===== src/hdl/open_addressing_hash_table_unit_assert.svh =====
// Assertion macros for the hash table unit's RTL, used by oaht_ctrl.
// Depends on clk_i and rst_ni being visible where a macro is used.
`ifndef OPEN_ADDRESSING_HASH_TABLE_UNIT_ASSERT_SVH
`define OPEN_ADDRESSING_HASH_TABLE_UNIT_ASSERT_SVH
`ifndef NO_ASSERTIONS
// Property that must hold at every clock edge outside reset.
`define OAHT_ASSERT(label, prop, msg) \
  label: assert property (@(posedge clk_i) disable iff (!rst_ni) (prop)) else $error(msg);
// Condition in one cycle that requires another condition in the next cycle.
`define OAHT_ASSERT_NEXT(label, ante, cons, msg) \
  label: assert property (@(posedge clk_i) disable iff (!rst_ni) (ante) |=> (cons)) \
    else $error(msg);
`else
`define OAHT_ASSERT(label, prop, msg)
`define OAHT_ASSERT_NEXT(label, ante, cons, msg)
`endif
`endif


===== src/hdl/oaht_pkg.sv =====
// Package of the open-addressing hash table unit: sizes, codes and payload types.
// No dependencies; every other file of the unit but the assertion header uses it by scoped names.
package oaht_pkg;

  localparam int unsigned SLOTS      = 1024;
  localparam int unsigned FILL_LIMIT = 819;
  localparam int unsigned KEY_W      = 64;
  localparam int unsigned VAL_W      = 32;
  localparam int unsigned IDX_W      = $clog2(SLOTS);
  localparam int unsigned CNT_W      = $clog2(SLOTS + 1);
  localparam int unsigned LIVE_W     = 11;
  localparam int unsigned OP_W       = 2;
  localparam int unsigned STATUS_W   = 2;
  localparam int unsigned MARK_W     = 2;

  typedef enum logic [OP_W-1:0] {
    OP_LOOKUP  = 2'd0,
    OP_SET     = 2'd1,
    OP_REMOVE  = 2'd2,
    OP_INVALID = 2'd3
  } op_e;

  typedef enum logic [STATUS_W-1:0] {
    STAT_OK        = 2'd0,
    STAT_NOT_FOUND = 2'd1,
    STAT_FULL      = 2'd2
  } status_e;

  typedef enum logic [MARK_W-1:0] {
    MARK_EMPTY = 2'd0,
    MARK_USED  = 2'd1,
    MARK_TOMB  = 2'd2
  } mark_e;

  typedef struct packed {
    logic [OP_W-1:0]  operation;
    logic [KEY_W-1:0] key;
    logic [VAL_W-1:0] value;
  } in_item_t;

  typedef struct packed {
    logic [STATUS_W-1:0] status;
    logic [VAL_W-1:0]    found_value;
    logic [LIVE_W-1:0]   live_count;
  } out_item_t;

  typedef struct packed {
    logic [KEY_W-1:0] key;
    logic [VAL_W-1:0] value;
  } entry_t;

  typedef struct packed {
    logic             rd_en;
    logic [IDX_W-1:0] rd_addr;
    logic             we;
    logic [IDX_W-1:0] wr_addr;
    mark_e            wr_data;
  } mark_req_t;

  typedef struct packed {
    logic             rd_en;
    logic [IDX_W-1:0] rd_addr;
    logic             we;
    logic [IDX_W-1:0] wr_addr;
    entry_t           wr_data;
  } entry_req_t;

endpackage


===== src/hdl/oaht_mark_ram.sv =====
// Slot mark memory (empty, used, tombstone), one write and one read port.
// Read data is registered, available in the cycle after the request. Depends on oaht_pkg.
module oaht_mark_ram (
  input  logic                           clk_i,
  input  oaht_pkg::mark_req_t            req_i,
  output logic [oaht_pkg::MARK_W-1:0]    rdata_o
);

  logic [oaht_pkg::MARK_W-1:0] mem [oaht_pkg::SLOTS];
  logic [oaht_pkg::MARK_W-1:0] rdata_q;

  always_ff @(posedge clk_i) begin
    if (req_i.we) begin
      mem[req_i.wr_addr] <= req_i.wr_data;
    end
    if (req_i.rd_en) begin
      rdata_q <= mem[req_i.rd_addr];
    end
  end

  assign rdata_o = rdata_q;

endmodule


===== config.mk =====
export PLATFORM = sky130hd
export DESIGN_NAME = oaht_mark_ram
export DESIGN_NICKNAME = d
export VERILOG_FILES = /design/src/hdl/open_addressing_hash_table_unit_assert.svh /design/src/hdl/oaht_pkg.sv /design/src/hdl/oaht_mark_ram.sv
export SDC_FILE = /design/constraint.sdc
export NUM_CORES = 2
export LEC_CHECK = 0
export BUFFER_PORTS_ARGS = -buffer_cell sky130_fd_sc_hd__buf_4
export CAP_MARGIN = 10
export CORE_MARGIN = 10
export CORE_UTILIZATION = 46
export CTS_CLUSTER_DIAMETER = 200
export DETAILED_ROUTE_END_ITERATION = 7
export SYNTH_ARGS = -nofsm -noshare
export SYNTH_HDL_FRONTEND = slang
export SYNTH_SLANG_ARGS = --single-unit

===== constraint.sdc =====
create_clock -name clk_i -period 8.78 [get_ports clk_i]
set_input_delay 0.878 -clock clk_i [delete_from_list [all_inputs] [get_ports clk_i]]
set_output_delay 0.878 -clock clk_i [all_outputs]
set_load 0.005 [all_outputs]

; After elaboration in Yosys (flattened, before gate mapping)
; Memories as Yosys holds them, arrays and structs flattened. A register that Yosys moved wholly into a read port is not among the register bits.
; Cells that the tools add are included.
[op_classes]
n_mux = 2
[op_table]
columns = cell, count
row1 = two-way mux 1 bit, 2
[totals]
ramBits = 2048
input_bits = 25
wordCells = 3
ff_bits = 0
n_memories = 1
[mem_list]
columns = name, words, width, rd, rd_ports_with_merged_regs, wr, line
row1 = mem, 1024, 2, 1, 1, 1, oaht_mark_ram.sv:9  ; logic [oaht_pkg::MARK_W-1:0] mem [oaht_pkg::SLOTS];

; Longest topological paths before layout
[logic_depth]
word_depth = 2
depth_mapped = 15

; Least setup slack after synthesis
; OpenSTA, ideal clock, no wires.
[synth_timing]
path_type = input to register
start = in req_i[13] (netlist name)
end = reg rdata_q, in the netlist rdata_o[1] (read register of mem) (data pin)
path_slack_ns = 5.403
arrival_ns = 3.100
t_required_ns = 8.503
setup_ns = 0.277
n_path_buf = 5
path_stages = 12
cell_sequence = buf_6 > buf_12 > buf_8 > buf_6 > buf_6 > mux4_2 > a221oi_1 > o21ai_0 > nor3_1 > o31ai_1 > o31ai_1 > nand4_1
[synth_rtl]
columns = element, line
row1 = from (decl), oaht_mark_ram.sv:5  ; input oaht_pkg::mark_req_t req_i,
row2 = to (decl), oaht_mark_ram.sv:10  ; logic [oaht_pkg::MARK_W-1:0] rdata_q;

==> flow_metrics.tcl <==
set metrics [dict create \
    grt_pass1_vias 45800 \
    synth_simple_gate_area_share 0.0640 \
    ios 27 \
    critical_path.startpoint_type "input pin" \
    grt.total_usage 0.229 \
    synth_fa_ha_area_frac 0 \
    clock_path_buffers 3 \
    slew_headroom 0.189 \
    routedWlPerCell_microns 31.7 \
    swShare 0.213 \
    coreArea_sq_mm 0.181 \
    post-route-period-util 0.487 \
    syn-cell-area_sq_mm 0.0838 \
    numClockSinks 2050 \
    combPwrFrac 0.049 \
    io_buffers 26 \
    drive_above_1_share 0.193 \
    fill_cells 14500 \
    drv_slew 0 \
    synthTopCellsByArea "edfxtp_1 (73%), mux4_2 (12%), nor2_1 (4.7%), mux2i_1 (2.4%), clkbuf_1 (1.1%)" \
    clk_latency_ns 0.85 \
    postCtsSetupRepairBufs 0 \
    yosys.area.top_type_share 0.735 \
    ctsRootBufferMaster "clkbuf_16" \
    skew_ns 0.0244 \
    die_w_microns 447 \
    cts-buffers-inserted 204 \
    ys_top_cells_by_count "edfxtp_1 (2050), nor2_1 (1054), mux4_2 (449)" \
    vias 45100 \
    tritoncts "done" \
    cp.required_ns 9.47 \
    final_util 0.516 \
    cts.htree.levels 4 \
    fin_setup_tns_ns 0 \
    die_area_sq_mm 0.200 \
    rsz0062_at_grt "no" \
    ys_seq_area_frac 0.735 \
    ant_nets 0 \
    cts_hold_buffers 0 \
    leakage_nw 28.2 \
    avgViaCountPerCell 6.19 \
    finalHoldViolations 0 \
    synth_top_family_by_area "multiplexers" \
    place_area_sq_mm 0.0863 \
    async_flop_share 0 \
    yosysWarnings 0 \
    firstDrtPassIters 5 \
    yosysTopAreaCell "edfxtp_1" \
    yosysMostFrequentCell "edfxtp_1" \
    antenna_found_initial 9 \
    synth.area.mux_share 0.147 \
    cp-end-kind "flop" \
    grt_max_degree 224 \
    synth_nets 4818 \
    synth_seq_cells 2050 \
    ys.flop_type "edfxtp_1" \
    design_area_sq_mm 0.0933 \
    drtIter0Drc 5939 \
    fin_nets 4775 \
    place.gp.congestion 0.804 \
    tightestPinTransition_ns 1.20 \
    ys_types 65 \
    p_int_mw 16.3 \
    row_count 156 \
    worstPathArrival_ns 4.97 \
    ir_drop_v 0.000184 \
    synthXorXnorAreaFrac 0 \
    setup-violations-final 0 \
    fmax_mhz 234 \
    grt-ovfl-total 0 \
    total_power_mw 20.7 \
    power_frac_clock 0.430 \
    pwr-share-seq 0.521 \
    synth-compound-area-share 0.0298 \
    max_stage_delay_ns 0.73 \
    worstPathMaxFanout 71 \
    grt_pass1_wl_microns 330000 \
    fp.dieH_microns 447 \
    power.density_mw_per_mm2 222 \
    cpMaxStageDelayCell "nor3_1" \
    synth.avg_cell_area_sq_um 17.5 \
    ctsResizeCount 0 \
    synthToLayoutAreaGrowth_pct 11.4 \
    drc 0 \
    path_class "in2reg" \
    cts.clk_slew.worst_paths_ns 0.06 \
    initial_core_util 0.463 \
    power.switching_mw 4.41 \
    crit_chain "buf_8 > buf_12 > buf_12 > mux2i_1 > o221ai_1 > a21oi_1 > a21oi_1 > o2111ai_1 > nor3_1 > o311ai_0 > nand4_1" \
    min_path_type "in2reg" \
    period_needed_ns 4.28 \
    finalWirelength_microns 231000 \
    syn_inst 4793 \
    hpwl_microns 121000 \
    synth_edf_count 2050 \
    cap_viol_max_count 0 \
    outcome "finished, final reports clean" \
]
-- routing by layer --
metal	global-route usage	wire length, microns	share of wire	vias to the layer above
li1	-	-	-	18800
met1	0.314	91900	0.40	23900
met2	0.380	114000	0.49	1985
met3	0.0343	18000	0.078	371
met4	0.0724	7490	0.032	2
met5	0	8	0.000035	-
-- power groups by stage --
| stage | clock [mW] | combinational, mW | sequential (mW) |
|---|---|---|---|
| floorplan | 0 | 0.562 | 11.0 |
| global placement | 0 | 1.00 | 11.0 |
| detailed placement | 0 | 1.01 | 11.0 |
| CTS | 8.99 | 1.01 | 10.8 |
| global route | 9.40 | 1.06 | 10.8 |
| finish | 8.91 | 1.01 | 10.8 |
-- layout by cell type, fill, tap and decap left out, types with 30 or more instances in the layout --
| cell | count |
|---|---|
| clkbuf_16 | 206 |
| mux4_2 | 449 |
| a21oi_1 | 70 |
| o221ai_1 | 82 |
| a22oi_1 | 45 |
| nand2_1 | 90 |
| bufinv_16 | 30 |
| nor3_1 | 44 |
| o22ai_1 | 45 |
| nor2_1 | 1051 |
| edfxtp_1 | 2050 |
| clkbuf_1 | 32 |
| clkinv_2 | 40 |
| buf_4 | 121 |
| clkinv_1 | 54 |
| o21ai_0 | 36 |
| mux2i_1 | 205 |
-- cell families after synthesis --
group	Yosys count
flops	2050
compound gates	353
buf+inv	402
simple gates	1324
mux	664
-- cell type report --
type	count	area (sq um)	share of cell area
flip-flops and latches	2050	61600	0.659
multi-input cells	2341	20500	0.220
clock buffers	238	5280	0.0565
well taps	2370	2970	0.0318
clock inverters	140	1520	0.0163
repair buffers	147	1450	0.0155
inverters	6	26.3	0.000281
diodes	2	5.00	0.0000536
-- worst paths after layout --
kind                    start          to  slack (ns)  depth (start not counted)
setup / recovery    req_i[13]  rdata_o[0]        4.50                         11
hold / removal      req_i[23]  rdata_o[0]        0.26                          1
setup reg to reg   mem[26][1]  rdata_o[1]        5.43                          8
hold reg to reg   mem[310][0]  rdata_o[0]        1.25                          6
-- worst max-delay path: cells and delay by family --
family          cells  cell delay (ns)
simple gates        2             0.90
compound gates      5             1.28
mux                 1             0.16
buf+inv             3             1.50
-- sequential cells by signal, indices dropped and copies added (netlist names) --
| register | count |
|---|---|
| mem | 2048 |
| rdata_o | 2 |
-- per-stage QoR --
| stage | hold slack (ns) | std cells | setup slack [ns] |
|---|---|---|---|
| final | 0.262 | 7294 | 4.50 |
| after global routing | 0.236 | 7292 | 4.34 |
| after CTS | 0.218 | 7284 | 4.23 |
| after detailed placement | 1.10 | 6906 | 3.36 |
| after global placement | 1.11 | 6906 | 3.36 |
| after floorplan | 0.889 | 4793 | 5.40 |
No activity file was read; power rests on OpenSTA's default activity.
