<file path="config.mk">
export PLATFORM = sky130hd
export DESIGN_NAME = oaht_ctrl
export DESIGN_NICKNAME = d
export VERILOG_FILES = /design/src/hdl/oaht_pkg.sv /design/src/hdl/oaht_ctrl.sv
export VERILOG_INCLUDE_DIRS = /design/src /design/src/hdl
export SDC_FILE = /design/constraint.sdc
export NUM_CORES = 1
export LEC_CHECK = 0
export ABC_AREA = 1
export BUFFER_PORTS_ARGS = -buffer_cell sky130_fd_sc_hd__buf_2
export CAP_MARGIN = 20
export CORE_MARGIN = 3
export CORE_UTILIZATION = 52
export CTS_CLUSTER_DIAMETER = 60
export CTS_CLUSTER_SIZE = 30
export DETAILED_ROUTE_END_ITERATION = 10
export PLACE_DENSITY_LB_ADDON = 0.12
export SYNTH_ARGS = -nofsm -noshare
export SYNTH_HDL_FRONTEND = slang
export SYNTH_SLANG_ARGS = --single-unit
export TNS_END_PERCENT = 50
</file>
<file path="constraint.sdc">
create_clock -name clk_i -period 5.7 [get_ports clk_i]
set_input_delay 0.855 -clock clk_i [delete_from_list [all_inputs] [get_ports clk_i]]
set_output_delay 0.855 -clock clk_i [all_outputs]
set_load 0.05 [all_outputs]
</file>
<file path="src/hdl/open_addressing_hash_table_unit_assert.svh">
// Assertion macros for the hash table unit's RTL, used by oaht_ctrl.
// Depends on clk_i and rst_ni being visible where a macro is used.
`ifndef OPEN_ADDRESSING_HASH_TABLE_UNIT_ASSERT_SVH
`define OPEN_ADDRESSING_HASH_TABLE_UNIT_ASSERT_SVH
`ifndef NO_ASSERTIONS
// Property that must hold at every clock edge outside reset.
`define OAHT_ASSERT(label, prop, msg) \
  label: assert property (@(posedge clk_i) disable iff (!rst_ni) (prop)) else $error(msg);
// Condition in one cycle that requires another condition in the next cycle.
`define OAHT_ASSERT_NEXT(label, ante, cons, msg) \
  label: assert property (@(posedge clk_i) disable iff (!rst_ni) (ante) |=> (cons)) \
    else $error(msg);
`else
`define OAHT_ASSERT(label, prop, msg)
`define OAHT_ASSERT_NEXT(label, ante, cons, msg)
`endif
`endif

</file>
<file path="src/hdl/oaht_pkg.sv">
// Package of the open-addressing hash table unit: sizes, codes and payload types.
// No dependencies; every other file of the unit but the assertion header uses it by scoped names.
package oaht_pkg;

  localparam int unsigned SLOTS      = 1024;
  localparam int unsigned FILL_LIMIT = 819;
  localparam int unsigned KEY_W      = 64;
  localparam int unsigned VAL_W      = 32;
  localparam int unsigned IDX_W      = $clog2(SLOTS);
  localparam int unsigned CNT_W      = $clog2(SLOTS + 1);
  localparam int unsigned LIVE_W     = 11;
  localparam int unsigned OP_W       = 2;
  localparam int unsigned STATUS_W   = 2;
  localparam int unsigned MARK_W     = 2;

  typedef enum logic [OP_W-1:0] {
    OP_LOOKUP  = 2'd0,
    OP_SET     = 2'd1,
    OP_REMOVE  = 2'd2,
    OP_INVALID = 2'd3
  } op_e;

  typedef enum logic [STATUS_W-1:0] {
    STAT_OK        = 2'd0,
    STAT_NOT_FOUND = 2'd1,
    STAT_FULL      = 2'd2
  } status_e;

  typedef enum logic [MARK_W-1:0] {
    MARK_EMPTY = 2'd0,
    MARK_USED  = 2'd1,
    MARK_TOMB  = 2'd2
  } mark_e;

  typedef struct packed {
    logic [OP_W-1:0]  operation;
    logic [KEY_W-1:0] key;
    logic [VAL_W-1:0] value;
  } in_item_t;

  typedef struct packed {
    logic [STATUS_W-1:0] status;
    logic [VAL_W-1:0]    found_value;
    logic [LIVE_W-1:0]   live_count;
  } out_item_t;

  typedef struct packed {
    logic [KEY_W-1:0] key;
    logic [VAL_W-1:0] value;
  } entry_t;

  typedef struct packed {
    logic             rd_en;
    logic [IDX_W-1:0] rd_addr;
    logic             we;
    logic [IDX_W-1:0] wr_addr;
    mark_e            wr_data;
  } mark_req_t;

  typedef struct packed {
    logic             rd_en;
    logic [IDX_W-1:0] rd_addr;
    logic             we;
    logic [IDX_W-1:0] wr_addr;
    entry_t           wr_data;
  } entry_req_t;

endpackage

</file>
<file path="src/hdl/oaht_ctrl.sv">
// Sequencer of the hash table: clear sweep, probe walk, commit and result register.
// Depends on oaht_pkg and open_addressing_hash_table_unit_assert.svh.
`include "open_addressing_hash_table_unit_assert.svh"

module oaht_ctrl (
  input  logic                           clk_i,
  input  logic                           rst_ni,
  input  logic                           in_valid_i,
  output logic                           in_ready_o,
  input  oaht_pkg::in_item_t             in_i,
  output logic                           out_valid_o,
  input  logic                           out_ready_i,
  output oaht_pkg::out_item_t            out_o,
  output oaht_pkg::mark_req_t            mark_req_o,
  input  logic [oaht_pkg::MARK_W-1:0]    mark_rdata_i,
  output oaht_pkg::entry_req_t           entry_req_o,
  input  oaht_pkg::entry_t               entry_rdata_i
);

  localparam logic [1:0] S_CLEAR  = 2'd0;
  localparam logic [1:0] S_IDLE   = 2'd1;
  localparam logic [1:0] S_PROBE  = 2'd2;
  localparam logic [1:0] S_FINISH = 2'd3;

  localparam logic [oaht_pkg::IDX_W-1:0] LAST_IDX = oaht_pkg::IDX_W'(oaht_pkg::SLOTS - 1);

  logic [1:0]                   state_q, state_d;
  logic [oaht_pkg::IDX_W-1:0]   clr_q, clr_d;
  logic [oaht_pkg::OP_W-1:0]    op_q, op_d;
  logic [oaht_pkg::KEY_W-1:0]   key_q, key_d;
  logic [oaht_pkg::VAL_W-1:0]   val_q, val_d;
  logic                         full_q, full_d;
  logic [oaht_pkg::IDX_W-1:0]   addr_q, addr_d;
  logic [oaht_pkg::IDX_W-1:0]   step_q, step_d;
  logic                         hit_q, hit_d;
  logic [oaht_pkg::IDX_W-1:0]   hit_at_q, hit_at_d;
  logic [oaht_pkg::VAL_W-1:0]   hit_val_q, hit_val_d;
  logic                         ins_q, ins_d;
  logic [oaht_pkg::IDX_W-1:0]   ins_at_q, ins_at_d;
  logic                         ins_tomb_q, ins_tomb_d;
  logic [oaht_pkg::CNT_W-1:0]   occ_q, occ_d;
  logic [oaht_pkg::CNT_W-1:0]   tomb_q, tomb_d;
  logic                         out_valid_q, out_valid_d;
  oaht_pkg::out_item_t          out_q, out_d;

  logic                         accept;
  logic                         finish;
  logic                         is_empty;
  logic                         is_tomb;
  logic                         is_hit;
  logic                         stop;
  logic [oaht_pkg::IDX_W-1:0]   next_addr;
  logic [oaht_pkg::CNT_W-1:0]   live;
  logic [oaht_pkg::CNT_W+oaht_pkg::LIVE_W-1:0] live_ext;

  assign in_ready_o = (state_q == S_IDLE);
  assign accept     = in_valid_i && in_ready_o;
  // The result register can be loaded once the previous result has left or is leaving.
  assign finish     = (state_q == S_FINISH) && (!out_valid_q || out_ready_i);

  assign is_empty  = (mark_rdata_i == oaht_pkg::MARK_EMPTY);
  assign is_tomb   = (mark_rdata_i == oaht_pkg::MARK_TOMB);
  assign is_hit    = (mark_rdata_i == oaht_pkg::MARK_USED) && (entry_rdata_i.key == key_q);
  assign stop      = is_empty || is_hit || (step_q == LAST_IDX);
  assign next_addr = addr_q + step_q + oaht_pkg::IDX_W'(1);

  assign live     = occ_d - tomb_d;
  assign live_ext = {{oaht_pkg::LIVE_W{1'b0}}, live};

  always_comb begin
    state_d     = state_q;
    clr_d       = clr_q;
    op_d        = op_q;
    key_d       = key_q;
    val_d       = val_q;
    full_d      = full_q;
    addr_d      = addr_q;
    step_d      = step_q;
    hit_d       = hit_q;
    hit_at_d    = hit_at_q;
    hit_val_d   = hit_val_q;
    ins_d       = ins_q;
    ins_at_d    = ins_at_q;
    ins_tomb_d  = ins_tomb_q;
    occ_d       = occ_q;
    tomb_d      = tomb_q;
    out_d       = out_q;
    out_valid_d = out_valid_q && !out_ready_i;

    mark_req_o          = '0;
    mark_req_o.wr_data  = oaht_pkg::MARK_EMPTY;
    entry_req_o         = '0;

    unique case (state_q)
      S_CLEAR: begin
        // One slot mark a cycle is reset to empty after reset.
        mark_req_o.we      = 1'b1;
        mark_req_o.wr_addr = clr_q;
        mark_req_o.wr_data = oaht_pkg::MARK_EMPTY;
        clr_d              = clr_q + oaht_pkg::IDX_W'(1);
        if (clr_q == LAST_IDX) begin
          state_d = S_IDLE;
        end
      end
      S_IDLE: begin
        if (accept) begin
          op_d       = in_i.operation;
          key_d      = in_i.key;
          val_d      = in_i.value;
          addr_d     = in_i.key[oaht_pkg::IDX_W-1:0];
          step_d     = '0;
          hit_d      = 1'b0;
          ins_d      = 1'b0;
          ins_tomb_d = 1'b0;
          full_d     = (in_i.operation == oaht_pkg::OP_SET) &&
                       (occ_q >= oaht_pkg::CNT_W'(oaht_pkg::FILL_LIMIT));
          mark_req_o.rd_en   = 1'b1;
          mark_req_o.rd_addr = in_i.key[oaht_pkg::IDX_W-1:0];
          entry_req_o.rd_en   = 1'b1;
          entry_req_o.rd_addr = in_i.key[oaht_pkg::IDX_W-1:0];
          if (full_d || (in_i.operation == oaht_pkg::OP_INVALID)) begin
            state_d = S_FINISH;
          end else begin
            state_d = S_PROBE;
          end
        end
      end
      S_PROBE: begin
        // The slot at addr_q is evaluated while the next slot of the run is read.
        mark_req_o.rd_en    = 1'b1;
        mark_req_o.rd_addr  = next_addr;
        entry_req_o.rd_en   = 1'b1;
        entry_req_o.rd_addr = next_addr;
        if ((is_empty || is_tomb) && !ins_q) begin
          ins_d      = 1'b1;
          ins_at_d   = addr_q;
          ins_tomb_d = is_tomb;
        end
        if (is_hit) begin
          hit_d     = 1'b1;
          hit_at_d  = addr_q;
          hit_val_d = entry_rdata_i.value;
        end
        if (stop) begin
          state_d = S_FINISH;
        end else begin
          addr_d = next_addr;
          step_d = step_q + oaht_pkg::IDX_W'(1);
        end
      end
      S_FINISH: begin
        if (finish) begin
          out_d.status      = oaht_pkg::STAT_NOT_FOUND;
          out_d.found_value = '0;
          unique case (op_q)
            oaht_pkg::OP_LOOKUP: begin
              if (hit_q) begin
                out_d.status      = oaht_pkg::STAT_OK;
                out_d.found_value = hit_val_q;
              end
            end
            oaht_pkg::OP_SET: begin
              if (full_q) begin
                out_d.status = oaht_pkg::STAT_FULL;
              end else if (hit_q) begin
                entry_req_o.we      = 1'b1;
                entry_req_o.wr_addr = hit_at_q;
                entry_req_o.wr_data = '{key: key_q, value: val_q};
                out_d.status        = oaht_pkg::STAT_OK;
              end else if (ins_q) begin
                mark_req_o.we       = 1'b1;
                mark_req_o.wr_addr  = ins_at_q;
                mark_req_o.wr_data  = oaht_pkg::MARK_USED;
                entry_req_o.we      = 1'b1;
                entry_req_o.wr_addr = ins_at_q;
                entry_req_o.wr_data = '{key: key_q, value: val_q};
                if (ins_tomb_q) begin
                  if (tomb_q != '0) begin
                    tomb_d = tomb_q - oaht_pkg::CNT_W'(1);
                  end
                end else begin
                  occ_d = occ_q + oaht_pkg::CNT_W'(1);
                end
                out_d.status = oaht_pkg::STAT_OK;
              end else begin
                out_d.status = oaht_pkg::STAT_FULL;
              end
            end
            oaht_pkg::OP_REMOVE: begin
              if (hit_q) begin
                mark_req_o.we      = 1'b1;
                mark_req_o.wr_addr = hit_at_q;
                mark_req_o.wr_data = oaht_pkg::MARK_TOMB;
                tomb_d             = tomb_q + oaht_pkg::CNT_W'(1);
                out_d.status       = oaht_pkg::STAT_OK;
              end
            end
            default: begin
              out_d.status = oaht_pkg::STAT_NOT_FOUND;
            end
          endcase
          out_d.live_count = live_ext[oaht_pkg::LIVE_W-1:0];
          out_valid_d      = 1'b1;
          state_d          = S_IDLE;
        end
      end
      default: begin
        state_d = S_CLEAR;
      end
    endcase
  end

  always_ff @(posedge clk_i or negedge rst_ni) begin
    if (!rst_ni) begin
      state_q     <= S_CLEAR;
      clr_q       <= '0;
      occ_q       <= '0;
      tomb_q      <= '0;
      out_valid_q <= 1'b0;
      hit_q       <= 1'b0;
      ins_q       <= 1'b0;
      full_q      <= 1'b0;
    end else begin
      state_q     <= state_d;
      clr_q       <= clr_d;
      occ_q       <= occ_d;
      tomb_q      <= tomb_d;
      out_valid_q <= out_valid_d;
      hit_q       <= hit_d;
      ins_q       <= ins_d;
      full_q      <= full_d;
    end
  end

  always_ff @(posedge clk_i) begin
    op_q       <= op_d;
    key_q      <= key_d;
    val_q      <= val_d;
    addr_q     <= addr_d;
    step_q     <= step_d;
    hit_at_q   <= hit_at_d;
    hit_val_q  <= hit_val_d;
    ins_at_q   <= ins_at_d;
    ins_tomb_q <= ins_tomb_d;
    out_q      <= out_d;
  end

  assign out_valid_o = out_valid_q;
  assign out_o       = out_q;

  `OAHT_ASSERT(a_tomb_le_occ, tomb_q <= occ_q, "tombstone count exceeds occupied count")
  `OAHT_ASSERT(a_occ_limit, occ_q <= oaht_pkg::CNT_W'(oaht_pkg::FILL_LIMIT),
               "occupied count exceeds fill limit")
  `OAHT_ASSERT(a_no_write_in_probe,
               !(state_q == S_PROBE) || (!mark_req_o.we && !entry_req_o.we),
               "memory written during probe walk")
  `OAHT_ASSERT_NEXT(a_accept_moves, accept, (state_q == S_PROBE) || (state_q == S_FINISH),
                    "accepted transaction did not start processing")
  `OAHT_ASSERT_NEXT(a_finish_valid, finish, out_valid_q && (state_q == S_IDLE),
                    "finished transaction produced no result")

endmodule

</file>
* Word level (Yosys, flattened, before mapping) *
Cells that the tools add are included.
W data, S select, Z words.

operators by class
  add/subtract/negate cells = 8
  $lt $le $gt $ge = 1
  equal/unequal tests = 19
  mux-type cells = 58
  reduce and logical (&&, ||, !) cells = 28

operator list
  operator                 number
  $mux W107                6
  $mux W11                 16
  $mux W13                 5
  $eq A64 B64 Y1           1
  $pmux W13 S2             2
  $pmux W11 S2             2
  $mux W10                 4
  $pmux W10 S2             2
  $mux W33                 1
  $add A10 B1 Y10 const B  3
  $add A11 B1 Y11 const B  2
  $eq A10 B10 Y1 const B   2
  $mux W2                  7
  $ne A2 B2 Y1 const B     6
  $ge A11 B10 Y1 const B   1
  $reduce_bool A11 Y1      1
  $sub A11 B1 Y11 const B  1
  $sub A11 B11 Y11         1
  $add A10 B10 Y10         1
  $eq A2 B2 Y1 const B     5
  $reduce_and A2 Y1        5
  $reduce_and A3 Y1        3
  $eq A2 B1 Y1 const B     4
  $mux W1                  8
  other kinds (10)         25

storage, ports and cells
  register bits after elaboration = 254
  output and inout bits = 189

* Logic depth before layout (Yosys ltp) *
Gate-level depths: netlist of run 1.

  word-level depth = 10
  depth in mapped cells = 23
  gate-level depth less buffers = 23

* Worst setup path after synthesis of run 1 *
OpenSTA, ideal clock, no wires.

  path kind = register to output
  from = register state_q[1]
  to = output port mark_req_o[13] (netlist name)
  arrival time = 5.576 ns
  setup slack = -0.731 ns
  stages on the path, launching flop included = 9
  cell sequence = dfrtp_1 inv_1 ha_1 nand2_1 inv_1 clkbuf_1 nand2_1 a21oi_1 buf_4

RTL lines
  item                    RTL line          text
  from (decl)             oaht_ctrl.sv:27   logic [1:0] state_q, state_d;
  from (signal assigned)  oaht_ctrl.sv:224  state_q <= state_d;
  to (decl)               oaht_ctrl.sv:14   output oaht_pkg::mark_req_t mark_req_o,

==> impl_metrics.yaml, run 1 <==
sta:
  fin_crit_sh_pct: 73.86
  tns_ps: 0
  finalClockSkew_ps: 14.71
  slew_headroom_pct: 38.27
  setup_viol: 0
  tightest_slew_ps: 926.0
  hold_violations: 0
  maxSlewViolCount: 0
  max_freq_mhz: 237.5
  rsz0062_at_grt: "no"
  period_needed_ps: 4210
synthesis:
  postSynthAreaPerCell_um2: 9.146
  synth_nets: 1649
  synth.area.top_cells: "edfxtp_1 50%, nand2_1 8.9%, inv_1 7.6%"
  synth_top_area_share_pct: 50.15
  yosys_register_bits: 254
  synth_edf_count: 216
  yosys.area.top_type: "edfxtp_1"
  synthArstFlopShare_pct: 14.96
  ys_seq_area_share_pct: 57.51
  ys.flop_type: "edfxtp_1"
  postSynthCellCount: 1414
  synth_cell_types: 45
  synth_warnings: 0
  synth_area_mm2: 0.01293
setup_path:
  regToRegSetupSlack_ps: 1970
  crit_required_ps: 4850
  endpoint_kind: "primary output"
  crit_type: "flip-flop to primary output"
  cp-start-kind: "flip-flop"
  r2r_cells: 17
  path_max_fanout: 51
  critPathLaunch: "state_q[0]$_DFFE_PN0P_"
  r2r_end: "out_o[8]$_DFFE_PP_"
  cp.arrival_ps: 3350
  reg2reg_from: "hit_q$_DFFE_PN0P_"
power:
  peakVddDrop_mv: 0.3459
  p_leak_nw: 7.882
  power_density_mw_per_mm2: 444.5
  fin_total_pwr_mw: 7.030
global_routing:
  grt_antenna_before_repair: 9
  gr-usage-all-layers_pct: 28.16
  grt_pass1_vias: 10467
  grt_pass1_wl_mm: 57.59
  grt-ovfl-total: 0
  grt_max_degree: 67
cells_and_area:
  final_cell_mix: "388 x buf_2, 305 x nand2_1, 262 x inv_1"
  layout_commonest_cell: "buf_2"
  drive_above_1_share_pct: 25.98
  nets: 2027
  fin_cells: 2137
  area_delta_synth_final_pct: 22.29
  fill_cells: 2108
cts:
  cts_buffer_depth: 3
  path_clk_slew_ps: 90
  cts_sinks: 254
  numCtsBuffers: 19
  post_cts_resized: 0
  hold_buffers: 0
  clk_latency_ps: 520
  tritoncts: "built"
  htreeDepth: 1
  cts_root_buffer: "clkbuf_16"
  postCtsSetupBuffers: 0
placement:
  place_congestion: 0.9728
  dp_hpwl_mm: 30.47
  dp_cells: 2094
  numPortBuffers: 388
run:
  cap_viol_max_count: 0
floorplanning:
  start_util_pct: 53.02
  die_h_um: 163.7
  ios: 389
  rows: 57
  dieArea_mm2: 0.02680
  die-width_um: 163.7
  core_mm2: 0.02439
drt:
  drt_iter0_drc: 782
  routed_wl_mm: 38.22
  drt_pass1_iterations: 5
  num_vias: 10639
  wire_per_inst_um: 17.88
  ant_nets: 0
  vias_per_cell: 4.978
  drcViolationCount: 0
outcome:
  status: "finished clean"
min_path:
  min_path_type: "primary input to async pin"
## worst max-delay path: stages (launching register included)
cell,delay (ps)
dfrtp_1,410
ha_1,170
inv_1,80
a21oi_4,120
buf_4,520
nand2_1,110
nor2_1,110
inv_1,160
a21oi_2,200
inv_2,160
buf_4,320
nor2_1,180
buf_2,280
## metrics by stage
stage | area (um^2) | setup slack, ps | utilization, % | hold slack [ps]
after floorplan | 12930 | 823.0 | - | 445.0
after detailed placement | 15120 | 1639 | 61.98 | 484.3
final | 15820 | 1490 | 64.84 | 466.5
after CTS | 15770 | 1456 | 64.65 | 483.5
after global placement | 15100 | 1739 | 61.92 | 468.4
after global routing | 15810 | 1219 | 64.82 | 478.2
## cells by family (layout without fill, tap and decap cells)
kind of cell    after synthesis  after routing  share of synthesized area [%]
compound gates              137            137                          6.124
flops                       254            254                          57.51
xor+xnor                     41             41                          2.777
buf+inv                     315            706                          9.839
other cells                   0              8                              0
simple gates                632            632                          20.25
fa+ha+maj                    35             35                          3.502
## final cells by class
| class | instances | area, um^2 | share of cell area (%) |
|---|---|---|---|
| well taps | 324 | 405.4 | 2.563 |
| inverters | 276 | 1039 | 6.566 |
| flip-flops and latches | 254 | 7437 | 47.03 |
| repair buffers | 396 | 2029 | 12.83 |
| diodes | 8 | 20.02 | 0.1266 |
| clock buffers | 19 | 475.5 | 3.006 |
| clock inverters | 15 | 175.2 | 1.108 |
| multi-input cells | 845 | 4234 | 26.77 |
## registers in the layout, summed over array words and instances (netlist names), 11 cells and up
signal     cells
key_q         64
out_o         45
hit_val_q     32
val_q         32
occ_q         11
tomb_q        11
## per-layer routing
| layer | part of all wire [%] | track usage [%] |
|---|---|---|
| met1 | 39 | 34.38 |
| met2 | 50 | 49.83 |
| met3 | 7.0 | 5.422 |
| met4 | 3.6 | 10.15 |
| met5 | 0.034 | 0 |
## cells in the mapped netlist (4+ instances only)
master / number
nand2_1: 305
inv_1: 263
nor2_1: 221
edfxtp_1: 216
nand3_1: 59
a21oi_1: 47
o21ai_0: 47
dfrtp_1: 38
ha_1: 33
xor2_1: 27
clkbuf_1: 18
xnor2_1: 14
buf_4: 13
nand4_1: 12
nor3_1: 12
inv_2: 10
a22oi_1: 8
o211ai_1: 8
o22ai_1: 7
buf_6: 5
o21ai_1: 5
nor2_2: 4
or2_2: 4
## power by group
group | internal (mW) | switching (mW)
Sequential | 2.54 | 0.250
Combinational | 0.735 | 2.07
Clock | 0.702 | 0.725
Total | 3.98 | 3.05
## how the worst max path moves through the flow
stage / end / slack [ps] / cells past startpoint
6_report: entry_req_o[91] / 1490 / 12
3_3_place_gp: entry_req_o[17] / 1740 / 12
4_1_cts: entry_req_o[91] / 1460 / 12
5_1_grt: entry_req_o[35] / 1220 / 12
3_5_place_dp: entry_req_o[35] / 1640 / 12
2_1_floorplan: mark_req_o[13] / 820 / 8
Note: power is estimated with default switching activity, not from simulation.
==> run 2: changes to the inputs <==
Clock period 5.7 ns to 4.3 ns, I/O delays scaled along.
==> impl_metrics.yaml, run 2 (same netlist as run 1, synthesis figures left out) <==
setup_path:
  crit_required_ps: 3650
  path_max_fanout: 55
  cp.arrival_ps: 3300
  crit_type: "flip-flop to primary output"
  cp-start-kind: "flip-flop"
  endpoint_kind: "primary output"
placement:
  dp_cells: 2098
  numPortBuffers: 388
  dp_hpwl_mm: 29.67
  place_congestion: 0.9157
sta:
  whs_ps: 235.6
  max_freq_mhz: 253.7
  period_needed_ps: 3942
  tns_ps: 0
  maxSlewViolCount: 0
  tightest_slew_ps: 1028
  hold_violations: 0
  finalClockSkew_ps: 17.66
  slew_headroom_pct: 31.46
  fin_crit_sh_pct: 91.68
  rsz0062_at_grt: "no"
  setup_viol: 0
power:
  switching_share_pct: 42.36
  p_leak_nw: 7.969
  power_density_mw_per_mm2: 599.9
  p_comb_share_pct: 38.9
  switchingPower_mw: 4.068
  p_int_mw: 5.535
  pwr-share-seq_pct: 38.6
  peakVddDrop_mv: 0.3692
  clockPowerShare_pct: 22.4
cts:
  path_clk_slew_ps: 70
  tritoncts: "built"
  cts_root_buffer: "clkbuf_16"
  hold_buffers: 0
  clk_latency_ps: 530
  postCtsSetupBuffers: 0
  cts_buffer_depth: 3
  cts_sinks: 254
  numCtsBuffers: 24
  post_cts_resized: 0
  htreeDepth: 1
floorplanning:
  dieArea_mm2: 0.02680
  die-width_um: 163.7
  start_util_pct: 53.02
  die_h_um: 163.7
  core_mm2: 0.02439
  rows: 57
  ios: 389
global_routing:
  grt_pass1_vias: 10359
  grt_antenna_before_repair: 14
  grt_max_degree: 74
  grt_pass1_wl_mm: 56.06
  grt-ovfl-total: 0
  gr-usage-all-layers_pct: 27.23
drt:
  num_vias: 10697
  ant_nets: 0
  drt_pass1_iterations: 5
  wire_per_inst_um: 17.38
  drt_iter0_drc: 878
  vias_per_cell: 4.964
  routed_wl_mm: 37.46
  drcViolationCount: 0
cells_and_area:
  drive_above_1_share_pct: 26.50
  layout_commonest_cell: "buf_2"
  largest_reg_flops: 64
  nets: 2036
  final_cell_mix: "388 x buf_2, 305 x nand2_1, 262 x inv_1"
  area_delta_synth_final_pct: 23.77
  fin_cells: 2155
  largest_register: "key_q"
min_path:
  min_path_type: "primary input to async pin"
outcome:
  status: "finished clean"
run:
  cap_viol_max_count: 0
==> run 2: final timing paths <==
path / startpoint / end / slack (ps) / cells past startpoint
worst max-delay path: op_q[0]$_DFFE_PP_ / entry_req_o[12] / 360 / 9
worst min-delay path: rst_ni / tomb_q[6]$_DFF_PN0_ / 240 / 1
worst max register to register: op_q[1]$_DFFE_PP_ / out_o[8]$_DFFE_PP_ / 750 / 17
worst min register to register: addr_q[8]$_DFFE_PP_ / ins_at_q[8]$_DFFE_PP_ / 490 / 0
max in group asynchronous: rst_ni / tomb_q[9]$_DFF_PN0_ / 3480 / 1
min in group clk_i: in_i[11] / val_q[11]$_DFFE_PP_ / 280 / 1
==> run 2: layout make-up <==
type | count | area, um^2
repair buffers | 400 | 2052
fillers | 2162 | 8384
multi-input cells | 845 | 4239
well taps | 324 | 405.4
clock buffers | 25 | 604.3
inverters | 276 | 1039
clock inverters | 19 | 200.2
flip-flops and latches | 254 | 7437
diodes | 12 | 30.03
==> run 2: power groups by stage <==
stage	logic [mW]	registers (mW)	clock network, mW
after CTS	3.76	3.71	2.19
after global routing	4.12	3.76	2.29
after floorplan	2.41	4.08	0
after detailed placement	3.74	3.75	0
after global placement	3.71	3.75	0
final	3.74	3.71	2.15
==> run 2: stage by stage <==
step	utilization (%)	setup WS, ps	cell area, um^2	total power, mW
floorplan	-	199.3	12940	6.484
global placement	62.09	824.2	15140	7.457
detailed placement	62.09	739.5	15140	7.498
CTS	65.39	333.4	15950	9.661
global route	65.62	102.0	16000	10.17
finish	65.63	357.6	16010	9.603
==> run 2: worst max-delay path: stages, from the launching register on <==
cell      delay (ps)
edfxtp_1         440
ha_1             380
nand2_1          130
nor2_1            50
inv_1            260
a21oi_2           70
inv_2            710
buf_4            380
nor2_1            70
buf_2            210
==> run 2: routing by layer <==
metal	GRT usage, %	wire, um	part of all wire [%]
met3	6.381	2913	7.8
met4	10.03	1267	3.4
met5	0	47	0.13
met2	48.09	18950	51
met1	32.45	14280	38
